$ cat config.mk
export PLATFORM = sky130hd
export DESIGN_NAME = bmpblit_ctrl
export DESIGN_NICKNAME = d
export VERILOG_FILES = /design/src/bmp_1bit_blit_to_framebuffer_top_defines.svh /design/src/bmpblit_pkg.sv /design/src/bmpblit_ctrl.sv
export SDC_FILE = /design/constraint.sdc
export NUM_CORES = 1
export LEC_CHECK = 0
export BUFFER_PORTS_ARGS = -buffer_cell sky130_fd_sc_hd__buf_2
export CAP_MARGIN = 25
export CORE_ASPECT_RATIO = 1.25
export CORE_MARGIN = 2
export CORE_UTILIZATION = 25
export DETAILED_ROUTE_END_ITERATION = 12
export HOLD_SLACK_MARGIN = 0.05
export SYNTH_ARGS = -nofsm -noshare
export SYNTH_HDL_FRONTEND = slang
export SYNTH_SLANG_ARGS = --single-unit
$ cat constraint.sdc
create_clock -name clk_i -period 1.8 [get_ports clk_i]
set_input_delay 0.09 -clock clk_i [delete_from_list [all_inputs] [get_ports clk_i]]
set_output_delay 0.09 -clock clk_i [all_outputs]
set_load 0.01 [all_outputs]
$ cat src/bmp_1bit_blit_to_framebuffer_top_defines.svh
// assertion macros for the one-bit bmp blitter
// used by the top level; expects clk_i and rst_ni in the including scope
`ifndef BMP_1BIT_BLIT_TO_FRAMEBUFFER_TOP_DEFINES_SVH
`define BMP_1BIT_BLIT_TO_FRAMEBUFFER_TOP_DEFINES_SVH
`ifndef ASSERT_OFF
`define BMPBLIT_ASSERT(lbl, prop, msg) \
  lbl: assert property (@(posedge clk_i) disable iff (!rst_ni) (prop)) else $error(msg);
`define BMPBLIT_ASSERT_NEXT(lbl, ante, cons, msg) \
  lbl: assert property (@(posedge clk_i) disable iff (!rst_ni) (ante) |=> (cons)) else $error(msg);
`else
`define BMPBLIT_ASSERT(lbl, prop, msg)
`define BMPBLIT_ASSERT_NEXT(lbl, ante, cons, msg)
`endif
`endif

$ cat src/bmpblit_pkg.sv
// shared types, codes and constants of the one-bit bmp blitter
// no dependencies
`timescale 1ns / 1ps

package bmpblit_pkg;

  localparam int FB_ROW_BYTES_DEF = 12;
  localparam int FB_ROWS_DEF      = 48;

  localparam int               POS_W          = 14;
  localparam logic [POS_W-1:0] POS_MAX        = 14'h3fff;
  localparam logic [POS_W-1:0] HDR_OFFSET_POS = 14'd10;
  localparam logic [POS_W-1:0] HDR_WIDTH_POS  = 14'd18;
  localparam logic [POS_W-1:0] HDR_HEIGHT_POS = 14'd22;
  localparam int               RECIP_SHIFT    = 14;

  typedef enum logic [1:0] {
    OP_CLEAR = 2'd0,
    OP_BLIT  = 2'd1,
    OP_BYTE  = 2'd2,
    OP_READ  = 2'd3
  } op_e;

  typedef enum logic [1:0] {
    ST_OK        = 2'd0,
    ST_CLIP      = 2'd1,
    ST_NOT_PIXEL = 2'd2
  } status_e;

  typedef struct packed {
    logic [1:0]        opcode;
    logic [7:0]        data_byte;
    logic signed [7:0] dest_x;
    logic signed [7:0] dest_y;
    logic [9:0]        read_index;
  } bmpblit_in_t;

  typedef struct packed {
    logic [7:0] read_data;
    logic [1:0] status;
    logic       image_done;
  } bmpblit_out_t;

  typedef struct packed {
    logic load;
    logic decode;
    logic div1;
    logic div2;
    logic div3;
    logic plan;
    logic rd_lo;
    logic wr_lo;
    logic wr_hi;
    logic clr;
    logic rd_cap;
  } bmpblit_cmd_t;

  typedef struct packed {
    op_e  op;
    logic is_pixel;
    logic clr_last;
  } bmpblit_sts_t;

  // floor(2^14 / d) for row widths of one to eight words
  function automatic logic [14:0] recip_of(input logic [3:0] d);
    logic [14:0] r;
    case (d)
      4'd1:    r = 15'd16384;
      4'd2:    r = 15'd8192;
      4'd3:    r = 15'd5461;
      4'd4:    r = 15'd4096;
      4'd5:    r = 15'd3276;
      4'd6:    r = 15'd2730;
      4'd7:    r = 15'd2340;
      4'd8:    r = 15'd2048;
      default: r = 15'd0;
    endcase
    return r;
  endfunction

endpackage

$ cat src/bmpblit_ctrl.sv
// controller state machine of the one-bit bmp blitter
// depends on bmpblit_pkg
`timescale 1ns / 1ps

module bmpblit_ctrl (
  input  logic                      clk_i,
  input  logic                      rst_ni,
  input  logic                      start_i,
  input  bmpblit_pkg::bmpblit_sts_t sts_i,
  output bmpblit_pkg::bmpblit_cmd_t cmd_o,
  output logic                      busy_o,
  output logic                      result_valid_o
);
  import bmpblit_pkg::*;

  typedef enum logic [12:0] {
    S_INIT    = 13'b0000000000001,
    S_IDLE    = 13'b0000000000010,
    S_DECODE  = 13'b0000000000100,
    S_DIV1    = 13'b0000000001000,
    S_DIV2    = 13'b0000000010000,
    S_DIV3    = 13'b0000000100000,
    S_PLAN    = 13'b0000001000000,
    S_RD_LO   = 13'b0000010000000,
    S_WR_LO   = 13'b0000100000000,
    S_WR_HI   = 13'b0001000000000,
    S_CLEAR   = 13'b0010000000000,
    S_RD_WAIT = 13'b0100000000000,
    S_RESULT  = 13'b1000000000000
  } state_e;

  state_e state_q, state_d;

  always_ff @(posedge clk_i or negedge rst_ni) begin
    if (!rst_ni) begin
      state_q <= S_INIT;
    end else begin
      state_q <= state_d;
    end
  end

  always_comb begin
    state_d = state_q;
    cmd_o   = '0;
    case (state_q)
      S_INIT: begin
        cmd_o.clr = 1'b1;
        if (sts_i.clr_last) state_d = S_IDLE;
      end
      S_IDLE: begin
        if (start_i) begin
          cmd_o.load = 1'b1;
          state_d    = S_DECODE;
        end
      end
      S_DECODE: begin
        cmd_o.decode = 1'b1;
        case (sts_i.op)
          OP_CLEAR: state_d = S_CLEAR;
          OP_READ:  state_d = S_RD_WAIT;
          OP_BYTE:  state_d = sts_i.is_pixel ? S_DIV1 : S_RESULT;
          default:  state_d = S_RESULT;
        endcase
      end
      S_DIV1: begin
        cmd_o.div1 = 1'b1;
        state_d    = S_DIV2;
      end
      S_DIV2: begin
        cmd_o.div2 = 1'b1;
        state_d    = S_DIV3;
      end
      S_DIV3: begin
        cmd_o.div3 = 1'b1;
        state_d    = S_PLAN;
      end
      S_PLAN: begin
        cmd_o.plan = 1'b1;
        state_d    = S_RD_LO;
      end
      S_RD_LO: begin
        cmd_o.rd_lo = 1'b1;
        state_d     = S_WR_LO;
      end
      S_WR_LO: begin
        cmd_o.wr_lo = 1'b1;
        state_d     = S_WR_HI;
      end
      S_WR_HI: begin
        cmd_o.wr_hi = 1'b1;
        state_d     = S_RESULT;
      end
      S_CLEAR: begin
        cmd_o.clr = 1'b1;
        if (sts_i.clr_last) state_d = S_RESULT;
      end
      S_RD_WAIT: begin
        cmd_o.rd_cap = 1'b1;
        state_d      = S_RESULT;
      end
      S_RESULT: begin
        state_d = S_IDLE;
      end
      default: begin
        state_d = S_IDLE;
      end
    endcase
  end

  assign busy_o         = (state_q != S_IDLE);
  assign result_valid_o = (state_q == S_RESULT);

endmodule

==> results.md <==
* Die W at between 50 and 60 um
* Static leakage at 0.715 nW
* Worst-path clk slew at roughly 0.060 ns
* Synth cell types at 35
* Largest regs: state_q (13)
* Utilization after layout at a little over two fifths
* Worst endpoint data arrival time at about 2.1 ns
* Critical path's slowest cell: or4_4
* DR iter-0 viols at 10
* Hpwl dp at 1.70 mm
* Tcrit/Tclk final at 120%
* Dpl cells at approximately 160
* Critical path class: flop to output port
* Max Fanout on Critical Path at 4
* Least-Margin Pin Slew at 0.393 ns
* Drt wl/cell at around 14 um
* Worst EP required at roughly 1.7 ns
* CP peak stage delay at ~0.54 ns
* H-tree levels at 1
* Critical path buffer and inverter count at 1
* Post-route insts no fill at 178
* Max frequency at 464 MHz
* Inserted Diodes at 0
* Initial antenna violation count at 0
* Slew margin rel. at 73.6%
* Largest register FFs at 13
* CTS Buf Count at 3
* Hold crit path type: primary input to flop
* Min-Delay Path Depth at 2
* Total gr overflow at 0
* Remaining DRCs at 0
* Reg2Reg Depth at 4
* Max Slew Vio Count at 0
* EDFF count, synth at 0
* RSZ-0062 raised after global routing: true
* Peak VDD IR at between 600 and 700 uV
* Max Cap Viol at 0
* Critical Path End Type: output port
* Outcome: finished, violations left
* Min Tclk post-route at roughly 2.2 ns
* Vias in the first global route at 898
* CTS max path bufs at 2
* # setup viols final at 15
* Cells after Synth at 92
* Routed Antenna Nets at 0
* Async S/R FF share, synth at 100%
* Clock Sinks at 13
* Initial Util at about a quarter
* First-pass iteration count of the detailed router at 4
* DIE HEIGHT at 69.4 um
* Synth Area per Inst at 9.30 sq um
* Startpoint types: flop
* Cell Area, Synth at roughly 860 sq um
* Mapped Nets at 99
* CP most frequent cell: or4_4
* Crit path cell chain: or4_4, or4_4, nor4b_4, buf_2
* Final Hold Fails at 0
* Global-route wire length before repair at ~4 mm
* Yosys warns at 0
* Fin Setup TNS at -2.49 ns
* Final WS setup at -0.357 ns
* Pwr dens at just over 1000 mW/mm^2
* Biggest register: state_q
* Total global routing track utilization at between 10% and 20%
* Worst-case clock skew at slightly below 0.004 ns
* Failing checks: negative setup slack
* Core Box Area at roughly 0.0033 sq mm
* Largest net degree at the start of global routing at 14
* DIE AREA at slightly below 0.004 sq mm
* Root Driver: clkbuf_8
* Synthesis-stage register bit count at 13
* Sequential fraction of the synthesis area at 38.2%
* CTS tree: built
* IO Count at 20
* Layout cells sized above 1 at between 50% and 60%
* Placer Congestion at between 0.8 and 0.9
* Final wirelength at 2.46 mm
* Area Growth Syn to Fin at 65.1%
* Row cnt at 23
* Via count at roughly 900
* Routed vias/inst at between 5 and 6
* Ys flop type: dfrtp_1
* Layout Nets at about 150
* Critical Path Stages at 4
* Clk Latency, worst-skew pair at ~0.25 ns
* Cell family with most CP delay: simple AND/OR/NAND/NOR gates
* Port bufs at 19
==> worst register-to-register path, cell delays in order, from the launching register on <==
cell     delay, ns
dfstp_2       0.36
or4_4         0.53
or4_4         0.54
o22ai_1       0.20
o32ai_1       0.09
==> cells in the final DEF (no fill, tap or decap), types with 4 or more instances in the layout <==
master | netlist | layout
and3_1 | 7 | 6
buf_2 | 1 | 18
buf_4 | 0 | 22
buf_6 | 1 | 8
dfrtp_1 | 12 | 12
nor2_1 | 11 | 10
nor3_1 | 8 | 6
nor3b_2 | 0 | 4
xor2_1 | 4 | 4
==> final cells by class <==
type                    count  area (sq um)
inverters                   3          11.3
fillers                   331          1840
well taps                  37          46.3
clock buffers               4          45.0
multi-input cells          70           598
flip-flops and latches     13           327
repair buffers             51           385
==> kinds of logic after synthesis <==
group,synth area share [%]
flip-flops,38.2
buffers and inverters,4.97
XOR/XNOR,4.09
multiplexers,2.49
AO/OA/AOI/OAI,9.21
AND/OR/NAND/NOR,41.1
==> power by group <==
| group | switching (mW) | internal, mW | total [mW] | leakage [nW] |
|---|---|---|---|---|
| combinational | 0.386 | 0.445 | 0.832 | 0.518 |
| clock | 0.117 | 0.157 | 0.274 | 0.0228 |
| sequential | 0.0149 | 0.323 | 0.338 | 0.174 |
| total | 0.518 | 0.925 | 1.44 | 0.715 |
==> metal layers <==
metal	vias to the layer above	track usage, %	wire length [um]
li1	446	-	-
met3	3	2.05	86
met4	0	5.56	44
met1	430	15.1	1010
met2	19	22.0	1310
met5	-	0	0
==> path summary, 6_finish.rpt <==
kind                                              from                 endpoint  slack, ns
worst min-delay path                          sts_i[3]  state_q[11]$_DFFE_PN0P_       0.12
worst max-delay path            state_q[0]$_DFFE_PN1P_                 cmd_o[0]      -0.36
worst min register to register  state_q[7]$_DFFE_PN0P_   state_q[7]$_DFFE_PN0P_       0.61
max in group asynchronous                       rst_ni   state_q[0]$_DFFE_PN1P_       1.26
min in group asynchronous                       rst_ni   state_q[3]$_DFFE_PN0P_       0.26
worst max register to register  state_q[0]$_DFFE_PN1P_   state_q[1]$_DFFE_PN0P_      -0.05
==> Yosys cell counts (2+ instances only) <==
| cell type | n | area share (%) |
|---|---|---|
| nand4_1 | 2 | 1.5 |
| dfrtp_1 | 12 | 35 |
| xor2_1 | 4 | 4.1 |
| o2111ai_1 | 2 | 2.0 |
| or4_4 | 3 | 3.9 |
| nor2_1 | 11 | 4.8 |
| nor3_1 | 8 | 4.7 |
| nor3b_1 | 4 | 3.5 |
| o21ai_0 | 3 | 1.8 |
| inv_1 | 3 | 1.3 |
| nor4b_1 | 3 | 3.1 |
| nor4_1 | 3 | 2.2 |
| o22ai_1 | 2 | 1.5 |
| and3_1 | 7 | 5.1 |
| nand2_1 | 2 | 0.88 |
| clkbuf_1 | 4 | 1.8 |
==> stage by stage <==
step                      hold WS, ns  area (sq um)  setup WS, ns  total power [mW]
after detailed placement    -0.000540          1120        -0.105             0.902
final                           0.117          1410        -0.357              1.44
after CTS                       0.116          1310        -0.370              1.37
after floorplan                -0.206           865       -0.0975             0.676
after global routing            0.134          1410        -0.415              1.52
after global placement       -0.00435          1120       -0.0941             0.895
==> timing repair <==
action | CTS | global route
setup buffers | 6 | 7
pin swaps | 8 | 9
setup endpoints to repair | 15 | 19
resized for setup | 17 | 12
hold buffers | 2 | 0
endpoints found under the hold margin | 14 | 0
Power figures use the tool's default switching activity.
